===== config.mk =====
export PLATFORM = sky130hd
export DESIGN_NAME = battery_level_monitor
export DESIGN_NICKNAME = d
export VERILOG_FILES = /design/src/blm_pkg.sv /design/src/blm_div.sv /design/src/battery_level_monitor.sv
export SDC_FILE = /design/constraint.sdc
export NUM_CORES = 1
export LEC_CHECK = 0
export BUFFER_PORTS_ARGS = -buffer_cell sky130_fd_sc_hd__clkbuf_2
export CAP_MARGIN = 20
export CORE_MARGIN = 10
export CORE_UTILIZATION = 40
export CTS_CLUSTER_DIAMETER = 60
export DETAILED_ROUTE_END_ITERATION = 8
export GPL_TIMING_DRIVEN = 0
export PLACE_DENSITY = 0.68
export SLEW_MARGIN = 20
export SYNTH_ARGS = -nofsm -noshare
export SYNTH_HDL_FRONTEND = slang
export SYNTH_SLANG_ARGS = --single-unit

===== constraint.sdc =====
create_clock -name clock -period 9 [get_ports clock]
set_clock_uncertainty 0.05 [all_clocks]
set_input_delay 0.9 -clock clock [delete_from_list [all_inputs] [get_ports clock]]
set_output_delay 0.9 -clock clock [all_outputs]
set_load 0.01 [all_outputs]

===== src/blm_pkg.sv =====
// ---------------------------------------------------------------------------
// Battery level monitor package
// Widths, register indexes, reset values and the charge curve shared by the
// battery level monitor and its divider.
// ---------------------------------------------------------------------------
package blm_pkg;

   // Group size default for the top level
   localparam int SAMPLES_DEFAULT = 9;

   // Field widths
   localparam int SAMPLE_W = 12;
   localparam int MV_W     = 13;
   localparam int PCT_W    = 7;
   localparam int TIME_W   = 32;

   // Register port
   localparam int CSR_IDX_W  = 2;
   localparam int CSR_DATA_W = 32;

   localparam logic [CSR_IDX_W-1:0] CSR_THRESHOLD = 2'd0;
   localparam logic [CSR_IDX_W-1:0] CSR_DEBOUNCE  = 2'd1;
   localparam logic [CSR_IDX_W-1:0] CSR_CEILING   = 2'd2;

   localparam logic [MV_W-1:0]   THRESHOLD_RESET = 13'd4150;
   localparam logic [TIME_W-1:0] DEBOUNCE_RESET  = 32'd20000;
   localparam logic [TIME_W-1:0] CEILING_RESET   = 32'd1800000;

   // Charge curve: points run from full (index 0) to empty (last index)
   localparam int CURVE_POINTS = 11;
   localparam int SEG_W        = $clog2(CURVE_POINTS);

   // Interpolation divider: dividend is offset times the percent step,
   // divisor is one segment's span in millivolts
   localparam int SPAN_W = 9;
   localparam int DIV_W  = 12;

   function automatic logic [MV_W-1:0] curve_mv(input logic [SEG_W-1:0] idx);
      logic [MV_W-1:0] mv;
      case (idx)
         4'd0:    mv = 13'd4200;
         4'd1:    mv = 13'd4060;
         4'd2:    mv = 13'd3980;
         4'd3:    mv = 13'd3920;
         4'd4:    mv = 13'd3870;
         4'd5:    mv = 13'd3820;
         4'd6:    mv = 13'd3790;
         4'd7:    mv = 13'd3770;
         4'd8:    mv = 13'd3730;
         4'd9:    mv = 13'd3660;
         4'd10:   mv = 13'd3300;
         default: mv = 13'd0;
      endcase
      return mv;
   endfunction

   function automatic logic [PCT_W-1:0] curve_pct(input logic [SEG_W-1:0] idx);
      logic [PCT_W-1:0] pct;
      case (idx)
         4'd0:    pct = 7'd100;
         4'd1:    pct = 7'd90;
         4'd2:    pct = 7'd80;
         4'd3:    pct = 7'd70;
         4'd4:    pct = 7'd60;
         4'd5:    pct = 7'd50;
         4'd6:    pct = 7'd40;
         4'd7:    pct = 7'd30;
         4'd8:    pct = 7'd20;
         4'd9:    pct = 7'd10;
         4'd10:   pct = 7'd0;
         default: pct = 7'd0;
      endcase
      return pct;
   endfunction

endpackage


===== src/blm_div.sv =====
// ---------------------------------------------------------------------------
// Battery level monitor divider
// Restoring divider, one quotient bit per cycle, used for the charge curve
// interpolation. Pulses done in the cycle after its last step.
// ---------------------------------------------------------------------------
module blm_div import blm_pkg::*; (
   input  logic              clock,
   input  logic              reset,
   input  logic              start,
   input  logic [DIV_W-1:0]  dividend,
   input  logic [SPAN_W-1:0] divisor,
   output logic              done,
   output logic [DIV_W-1:0]  quotient
);

   localparam int STEP_W = $clog2(DIV_W + 1);

   logic              run_ff, run_in;
   logic              done_ff, done_in;
   logic [STEP_W-1:0] step_ff, step_in;
   logic [SPAN_W-1:0] rem_ff, rem_in;
   logic [DIV_W-1:0]  quo_ff, quo_in;
   logic [SPAN_W-1:0] dvs_ff, dvs_in;
   logic [SPAN_W:0]   trial;
   logic              fits;

   // Shift in the next dividend bit and try the subtraction
   assign trial = {rem_ff, quo_ff[DIV_W-1]};
   assign fits  = trial >= {1'b0, dvs_ff};

   always_comb begin
      run_in  = run_ff;
      done_in = 1'b0;
      step_in = step_ff;
      rem_in  = rem_ff;
      quo_in  = quo_ff;
      dvs_in  = dvs_ff;
      if (start) begin
         run_in  = 1'b1;
         step_in = STEP_W'(DIV_W);
         rem_in  = '0;
         quo_in  = dividend;
         dvs_in  = divisor;
      end else if (run_ff) begin
         // Keep the remainder below the divisor, shift the quotient bit in
         rem_in  = fits ? SPAN_W'(trial - {1'b0, dvs_ff}) : SPAN_W'(trial);
         quo_in  = {quo_ff[DIV_W-2:0], fits};
         step_in = step_ff - STEP_W'(1);
         if (step_ff == STEP_W'(1)) begin
            run_in  = 1'b0;
            done_in = 1'b1;
         end
      end
   end

   // Hold control state
   always_ff @(posedge clock) begin
      if (reset) begin
         run_ff  <= 1'b0;
         done_ff <= 1'b0;
         step_ff <= '0;
      end else begin
         run_ff  <= run_in;
         done_ff <= done_in;
         step_ff <= step_in;
      end
   end

   // Hold operands
   always_ff @(posedge clock) begin
      rem_ff <= rem_in;
      quo_ff <= quo_in;
      dvs_ff <= dvs_in;
   end

   assign done     = done_ff;
   assign quotient = quo_ff;

endmodule


===== src/battery_level_monitor.sv =====
// ---------------------------------------------------------------------------
// Battery level monitor
// Median filter over groups of ADC samples, charge percent from a LiPo
// curve, and a debounced external power flag with a trust window.
// ---------------------------------------------------------------------------
// Each request carries one ADC sample and its millisecond timestamp. Every
// SAMPLES_PER_READING-th request closes a group and yields one response:
// twice the group's median in millivolts, the charge percent, the debounced
// external power flag and the trust flag. The median is kept by ranking each
// sample against the earlier ones of its group with a single comparator, one
// stored sample per cycle, and the input stalls while each later request
// is ranked. The closing request then passes through the median pick, the
// segment lookup and debounce update, twelve steps of the restoring divider
// and its done pulse, and the response load; the divider is skipped at the
// curve ends where no division runs, and the load waits while the previous
// response is still stalled.
// Register writes are taken at any time and should be made while the block
// is idle.
// ---------------------------------------------------------------------------
module battery_level_monitor import blm_pkg::*; #(
   parameter int SAMPLES_PER_READING = SAMPLES_DEFAULT
) (
   input  logic                  clock,
   input  logic                  reset,
   // request channel
   input  logic                  req_valid,
   output logic                  req_stall,
   input  logic [SAMPLE_W-1:0]   req_sample_mv,
   input  logic [TIME_W-1:0]     req_now_ms,
   // response channel
   output logic                  rsp_valid,
   input  logic                  rsp_stall,
   output logic [MV_W-1:0]       rsp_battery_mv,
   output logic [PCT_W-1:0]      rsp_battery_pct,
   output logic                  rsp_external_power,
   output logic                  rsp_external_trusted,
   // register port
   input  logic                  csr_write,
   input  logic [CSR_IDX_W-1:0]  csr_index,
   input  logic [CSR_DATA_W-1:0] csr_data
);

   localparam int N     = SAMPLES_PER_READING;
   localparam int CNT_W = $clog2(N);
   localparam logic [CNT_W-1:0] LAST_POS = CNT_W'(N - 1);
   localparam logic [CNT_W-1:0] MID_RANK = CNT_W'((N - 1) / 2);
   localparam logic [SEG_W-1:0] LAST_SEG = SEG_W'(CURVE_POINTS - 1);

   typedef enum logic [2:0] {
      ST_IDLE,
      ST_RANK,
      ST_PICK,
      ST_SEG,
      ST_DIV,
      ST_FIN
   } state_type;

   state_type state_ff, state_in;

   // configuration
   logic [MV_W-1:0]   thr_ff, thr_in;
   logic [TIME_W-1:0] deb_ff, deb_in;
   logic [TIME_W-1:0] ceil_ff, ceil_in;

   // group bookkeeping
   logic [CNT_W-1:0]    count_ff, count_in;
   logic [CNT_W-1:0]    idx_ff, idx_in;
   logic [CNT_W-1:0]    newrank_ff, newrank_in;
   logic [SAMPLE_W-1:0] new_ff, new_in;
   logic [TIME_W-1:0]   now_ff, now_in;
   logic [SAMPLE_W-1:0] store_ff [N];
   logic [SAMPLE_W-1:0] store_in [N];
   logic [CNT_W-1:0]    rank_ff [N];
   logic [CNT_W-1:0]    rank_in [N];

   // reading and percent
   logic [MV_W-1:0]  mv_ff, mv_in;
   logic [PCT_W-1:0] pct_ff, pct_in;
   logic [PCT_W-1:0] base_ff, base_in;

   // external power tracking
   logic              flag_ff, flag_in;
   logic              hvalid_ff, hvalid_in;
   logic [TIME_W-1:0] hstart_ff, hstart_in;
   logic              lvalid_ff, lvalid_in;
   logic [TIME_W-1:0] lstart_ff, lstart_in;
   logic [TIME_W-1:0] since_ff, since_in;

   // response register
   logic             rsp_valid_ff, rsp_valid_in;
   logic [MV_W-1:0]  rsp_mv_ff, rsp_mv_in;
   logic [PCT_W-1:0] rsp_pct_ff, rsp_pct_in;
   logic             rsp_ext_ff, rsp_ext_in;
   logic             rsp_trust_ff, rsp_trust_in;

   // combinational helpers
   logic                req_take;
   logic [CNT_W-1:0]    rd_idx;
   logic [SAMPLE_W-1:0] rd_data;
   logic                greater;
   logic [CNT_W-1:0]    newrank_sum;
   logic [CNT_W-1:0]    med_idx;
   logic [SEG_W-1:0]    seg;
   logic [SPAN_W-1:0]   offset;
   logic [DIV_W-1:0]    div_dividend;
   logic [SPAN_W-1:0]   div_divisor;
   logic                div_start;
   logic                div_done;
   logic [DIV_W-1:0]    div_quotient;
   logic                level_high;
   logic [TIME_W-1:0]   run_start;
   logic [TIME_W-1:0]   elapsed;
   logic [TIME_W-1:0]   flag_age;

   assign req_take = req_valid && !req_stall;

   // Find the entry ranked at the lower middle of the group
   always_comb begin
      med_idx = '0;
      for (int m = 0; m < N; m++) begin
         if (rank_ff[m] == MID_RANK) begin
            med_idx = CNT_W'(m);
         end
      end
   end

   // One read port on the sample store
   assign rd_idx      = (state_ff == ST_PICK) ? med_idx : idx_ff;
   assign rd_data     = store_ff[rd_idx];
   assign greater     = rd_data > new_ff;
   assign newrank_sum = newrank_ff + CNT_W'(!greater);

   // Pick the curve segment: the first point at or below the reading
   always_comb begin
      seg = LAST_SEG;
      for (int i = CURVE_POINTS - 1; i >= 1; i--) begin
         if (mv_ff >= curve_mv(SEG_W'(i))) begin
            seg = SEG_W'(i);
         end
      end
   end

   assign offset       = SPAN_W'(mv_ff - curve_mv(seg));
   assign div_dividend = DIV_W'({offset, 3'b000}) + DIV_W'({offset, 1'b0});
   assign div_divisor  = SPAN_W'(curve_mv(seg - SEG_W'(1)) - curve_mv(seg));

   // Debounce timing shares one subtractor between the two runs
   assign level_high = mv_ff >= thr_ff;
   always_comb begin
      if (level_high) begin
         run_start = hvalid_ff ? hstart_ff : now_ff;
      end else begin
         run_start = lvalid_ff ? lstart_ff : now_ff;
      end
   end
   assign elapsed  = now_ff - run_start;
   assign flag_age = now_ff - since_ff;

   blm_div u_div (
      .clock    (clock),
      .reset    (reset),
      .start    (div_start),
      .dividend (div_dividend),
      .divisor  (div_divisor),
      .done     (div_done),
      .quotient (div_quotient)
   );

   // Next-state logic
   always_comb begin
      state_in     = state_ff;
      thr_in       = thr_ff;
      deb_in       = deb_ff;
      ceil_in      = ceil_ff;
      count_in     = count_ff;
      idx_in       = idx_ff;
      newrank_in   = newrank_ff;
      new_in       = new_ff;
      now_in       = now_ff;
      store_in     = store_ff;
      rank_in      = rank_ff;
      mv_in        = mv_ff;
      pct_in       = pct_ff;
      base_in      = base_ff;
      flag_in      = flag_ff;
      hvalid_in    = hvalid_ff;
      hstart_in    = hstart_ff;
      lvalid_in    = lvalid_ff;
      lstart_in    = lstart_ff;
      since_in     = since_ff;
      rsp_valid_in = rsp_valid_ff;
      rsp_mv_in    = rsp_mv_ff;
      rsp_pct_in   = rsp_pct_ff;
      rsp_ext_in   = rsp_ext_ff;
      rsp_trust_in = rsp_trust_ff;
      div_start    = 1'b0;

      // Drop the response once taken
      if (rsp_valid_ff && !rsp_stall) begin
         rsp_valid_in = 1'b0;
      end

      // Register writes
      if (csr_write) begin
         case (csr_index)
            CSR_THRESHOLD: thr_in  = csr_data[MV_W-1:0];
            CSR_DEBOUNCE:  deb_in  = csr_data[TIME_W-1:0];
            CSR_CEILING:   ceil_in = csr_data[TIME_W-1:0];
            default:       ;
         endcase
      end

      case (state_ff)
         ST_IDLE: begin
            // Store the request and, unless it opens a group, start ranking it against the group
            if (req_take) begin
               store_in[count_ff] = req_sample_mv;
               new_in             = req_sample_mv;
               now_in             = req_now_ms;
               idx_in             = '0;
               newrank_in         = '0;
               if (count_ff == '0) begin
                  rank_in[0] = '0;
                  count_in   = CNT_W'(1);
               end else begin
                  state_in = ST_RANK;
               end
            end
         end
         ST_RANK: begin
            // Advance one stored sample per cycle
            if (greater) begin
               rank_in[idx_ff] = rank_ff[idx_ff] + CNT_W'(1);
            end
            newrank_in = newrank_sum;
            idx_in     = idx_ff + CNT_W'(1);
            if (idx_ff == count_ff - CNT_W'(1)) begin
               rank_in[count_ff] = newrank_sum;
               if (count_ff == LAST_POS) begin
                  count_in = '0;
                  state_in = ST_PICK;
               end else begin
                  count_in = count_ff + CNT_W'(1);
                  state_in = ST_IDLE;
               end
            end
         end
         ST_PICK: begin
            mv_in    = {rd_data, 1'b0};
            state_in = ST_SEG;
         end
         ST_SEG: begin
            // Update the external power debounce
            if (level_high) begin
               lvalid_in = 1'b0;
               hvalid_in = 1'b1;
               hstart_in = run_start;
               if (!flag_ff && (elapsed > deb_ff)) begin
                  flag_in  = 1'b1;
                  since_in = now_ff;
               end
            end else begin
               hvalid_in = 1'b0;
               lvalid_in = 1'b1;
               lstart_in = run_start;
               if (flag_ff && (elapsed > deb_ff)) begin
                  flag_in = 1'b0;
               end
            end
            // Clamp at the curve ends, otherwise interpolate
            if (mv_ff >= curve_mv('0)) begin
               pct_in   = curve_pct('0);
               state_in = ST_FIN;
            end else if (mv_ff < curve_mv(LAST_SEG)) begin
               pct_in   = curve_pct(LAST_SEG);
               state_in = ST_FIN;
            end else begin
               base_in   = curve_pct(seg);
               div_start = 1'b1;
               state_in  = ST_DIV;
            end
         end
         ST_DIV: begin
            if (div_done) begin
               pct_in   = base_ff + PCT_W'(div_quotient);
               state_in = ST_FIN;
            end
         end
         ST_FIN: begin
            // Load the response once the register is free
            if (!rsp_valid_ff || !rsp_stall) begin
               rsp_valid_in = 1'b1;
               rsp_mv_in    = mv_ff;
               rsp_pct_in   = pct_ff;
               rsp_ext_in   = flag_ff;
               rsp_trust_in = flag_ff && (flag_age < ceil_ff);
               state_in     = ST_IDLE;
            end
         end
         default: begin
            state_in = ST_IDLE;
         end
      endcase
   end

   // Hold state, configuration and tracking registers
   always_ff @(posedge clock) begin
      if (reset) begin
         state_ff     <= ST_IDLE;
         thr_ff       <= THRESHOLD_RESET;
         deb_ff       <= DEBOUNCE_RESET;
         ceil_ff      <= CEILING_RESET;
         count_ff     <= '0;
         flag_ff      <= 1'b0;
         hvalid_ff    <= 1'b0;
         hstart_ff    <= '0;
         lvalid_ff    <= 1'b0;
         lstart_ff    <= '0;
         since_ff     <= '0;
         rsp_valid_ff <= 1'b0;
      end else begin
         state_ff     <= state_in;
         thr_ff       <= thr_in;
         deb_ff       <= deb_in;
         ceil_ff      <= ceil_in;
         count_ff     <= count_in;
         flag_ff      <= flag_in;
         hvalid_ff    <= hvalid_in;
         hstart_ff    <= hstart_in;
         lvalid_ff    <= lvalid_in;
         lstart_ff    <= lstart_in;
         since_ff     <= since_in;
         rsp_valid_ff <= rsp_valid_in;
      end
   end

   // Hold payload
   always_ff @(posedge clock) begin
      idx_ff       <= idx_in;
      newrank_ff   <= newrank_in;
      new_ff       <= new_in;
      now_ff       <= now_in;
      store_ff     <= store_in;
      rank_ff      <= rank_in;
      mv_ff        <= mv_in;
      pct_ff       <= pct_in;
      base_ff      <= base_in;
      rsp_mv_ff    <= rsp_mv_in;
      rsp_pct_ff   <= rsp_pct_in;
      rsp_ext_ff   <= rsp_ext_in;
      rsp_trust_ff <= rsp_trust_in;
   end

   assign req_stall            = (state_ff != ST_IDLE);
   assign rsp_valid            = rsp_valid_ff;
   assign rsp_battery_mv       = rsp_mv_ff;
   assign rsp_battery_pct      = rsp_pct_ff;
   assign rsp_external_power   = rsp_ext_ff;
   assign rsp_external_trusted = rsp_trust_ff;

endmodule

==> results.txt <==
----------------------------------------------------
[Clock tree]
  CTS tree ... done
  H-tree level count ... 2
  Clock edge transition at the registers on the reported setup and hold paths ... 0.06 ns
  Total CTS buffers ... 53
  Insertion delay to the later sink of the worst-skew pair ... 0.64 ns
  Post_cts resized ... 0
  Count of hold-fix buffers inserted at cts ... 0
  Number of post-CTS setup repair buffers ... 0
  Cell at the root of the clock tree ... clkbuf_16
  Max Buffers Root-to-Sink ... 3
  TritonCTS sink count ... 461

[Synth]
  Net count after synthesis ... 2955
  Average footprint of a synthesized cell ... 9.83 um^2
  Fraction of registers with async set or reset after synthesis ... 0%
  Cell area after technology mapping ... 26200 um^2
  Flip-flop and latch count after synthesis ... 461
  Biggest area consumer among synthesized cells ... edfxtp_1
  Number of synthesized flops with an enable pin ... 262
  Cell variety after synth ... 83
  Ys flop type ... edfxtp_1
  Number of warning messages in the yosys log ... 0
  Fraction of post-synthesis cell area in the top cell type by area ... 30.1%
  Cell types with the largest area share after synthesis ... edfxtp_1 30%, dfxtp_1 15%, ha_1 9.8%
  Sequential-to-total area share from yosys stat ... 45.3%
  Number of cells produced by synthesis ... 2661

[STA]
  Share of the cycle needed by the critical path after routing ... between 90% and 100%
  Smallest setup slack after layout ... 0.463 ns
  Max-Slew Margin vs Limit ... 26.9%
  Count of final max-slew check failures ... 0
  Final count of hold timing violations ... 0
  Worst-margin pin slew ... between 1 and 1.5 ns
  Shortest period the worst path allows ... about 8.5 ns
  Worst hold margin ... 0.371 ns
  Number of failing setup endpoints in the final timing report ... 0
  Achievable Freq ... 117 MHz

[Placement]
  Detail Placement HPWL ... about 52000 um
  Cell count after placement ... about 3.6k
  Worst slack at placement ... 0.111 ns
  Number of buffers added on ports ... 104
  Routability cong. ... 0.903
  Cell area reported after detailed placement ... between 20000 and 30000 um^2

[Worst setup path]
  Endpoint class of the critical path ... flip-flop
  Arrival time reported for the critical path endpoint ... 9.01 ns
  Critical setup path kind ... reg2reg
  Crit path launch type ... flip-flop
  Required time worst endpoint ... roughly 9.5 ns
  CP peak stage delay ... 0.57 ns
  Max Fanout on Critical Path ... 10
  CP max-delay cell ... clkbuf_1

[Floorplan]
  Total core area ... 64600 um^2
  Horizontal extent of the die ... between 200 and 300 um
  Starting utilization of the core area ... 40.5%
  Number of top-level pins ... 107
  Height of the die ... 276 um
  Rows ... 93
  Full die area ... 76000 um^2

[Pwr]
  Pwr dens ... approximately 250 nW/um^2
  Max VDD drop ... 0.168 mV
  Leakage power summed over all cells ... 11.7 nW

[Drt]
  DR vias ... 20.0k
  WL per Instance ... 18.6 um
  Count of nets left with antenna violations after detail routing ... 0
  Starting DRT DRC Count ... around 1.4k
  DRC violation count after routing ... 0
  Pre-antenna DRT Iters ... 5
  Overall routed net length ... ~69000 um
  Ratio of routed vias to standard cells ... 5.37

[Cells and area]
  Most frequent standard cell in the layout excluding fill and tap cells ... nand2_1
  Final cell area excluding filler cells ... 29600 um^2
  Synthesis-to-layout area growth ... 13.2%
  Total number of nets in the final design ... approximately 3.1k
  Layout cell share with drive strength beyond 1 ... 8.83%
  Commonest non-fill, non-tap cells in the layout ... 338 x nand2_1, 262 x edfxtp_1, 252 x a21oi_1
  Final cell count without fillers ... about 3.7k
  Final standard cell utilization of the core ... 45.9%

[Global route]
  Pin count of the biggest net entering global routing ... 45
  Global-route wire length before repair ... 107000 um
  GRT Overall Usage ... between 10% and 20%
  Overall overflow remaining after global route ... 0
  Initial antenna violation count ... 14
  Number of global-route vias before repair ... 19.3k

[Status]
  Outcome ... finished, final reports clean

[Min path]
  Tightest Hold Check Type ... reg2reg

[Job]
  Max-capacitance violation count ... 0

----------------------------------------------------
[power by group]
part	internal (W)	switching [W]
clock	0.00124	0.000935
combinational	0.000966	0.00152
sequential	0.00246	0.000141
total	0.00467	0.00259
[critical path, delay by kind of cell (launching register included)]
kind / cells / cell delay (ns)
DFF: 1 / 0.56
and+or+nand+nor: 8 / 1.43
adders and majority gates: 4 / 1.32
xor gates and xnor gates: 1 / 0.18
muxes: 1 / 0.22
buffers and inverters: 4 / 1.22
AOI/OAI and AO/OA: 15 / 3.41
[cell usage after synthesis, drive strengths merged (7+ instances only)]
library cell and n:
a211o 19, nor4b 8, a211oi 17, and2 15, nor3 30, o21a 15, nand2 338, mux2i 189
clkbuf 92, or2 10, a21o 69, xor2 37, ha 204, o21bai 15, and3 16, a21oi 255
fa 7, nand3b 8, a31oi 11, xnor2 68, inv 189, buf 27, o211ai 12, nand2b 89
o22a 30, edfxtp 262, nor2b 21, nand3 31, dfxtp 199, nand4 27, a21boi 7, nor2 129
o21ai 123
[path summary, 6_finish.rpt]
| kind | from | end | slack (ns) | cells after the start |
|---|---|---|---|---|
| max | mv_ff[6] | since_ff[11] | 0.46 | 33 |
| min | pct_ff[5] | rsp_battery_pct[5] | 0.37 | 0 |
| max reg2reg | mv_ff[6] | since_ff[11] | 0.46 | 33 |
| min reg2reg | pct_ff[5] | rsp_battery_pct[5] | 0.37 | 0 |
[through the flow]
step           power (W)  setup TNS (ns)
6_report         0.00726               0
5_1_grt          0.00765        -0.00192
4_1_cts          0.00727               0
3_5_place_dp     0.00509               0
3_3_place_gp     0.00505               0
2_1_floorplan    0.00437               0
[kinds of logic after synthesis]
family | synth area share [%]
XOR/XNOR | 3.54
adder cells (fa/ha/maj) | 10.4
multiplexers | 7.70
buffers and inverters | 4.64
AO/OA/AOI/OAI | 15.0
flip-flops | 45.3
AND/OR/NAND/NOR | 13.4
other | 0.0143
[flip-flops by register name, summed over array words and instances, names as in the netlist, 9 cells and up]
name,count
store_ff,108
rank_ff,36
ceil_ff,32
deb_ff,32
hstart_ff,32
lstart_ff,32
now_ff,32
since_ff,32
thr_ff,13
mv_ff,12
new_ff,12
rsp_battery_mv,12
u_div.quotient,12
u_div.rem_ff,9
[metal layers]
metal / share of wire [%] / track usage [%] / vias to the layer above / wire (um)
li1: - / - / 9805 / -
met1: 46 / 24.0 / 9540 / 31600
met2: 45 / 27.9 / 514 / 30900
met3: 7.5 / 4.43 / 114 / 5170
met4: 2.3 / 5.19 / 18 / 1570
met5: 0.15 / 0 / - / 105
[cell type report]
type,count,area (um^2)
Fill cell,6097,35000
Multi-Input combinational cell,1892,13100
Sequential cell,461,11900
Clock buffer,66,1400
Tap cell,855,1070
Inverter,189,712
Timing Repair Buffer,106,568
Buffer,119,508
Clock inverter,33,372
Antenna cell,4,10.0
No activity file was read; power rests on OpenSTA's default activity.
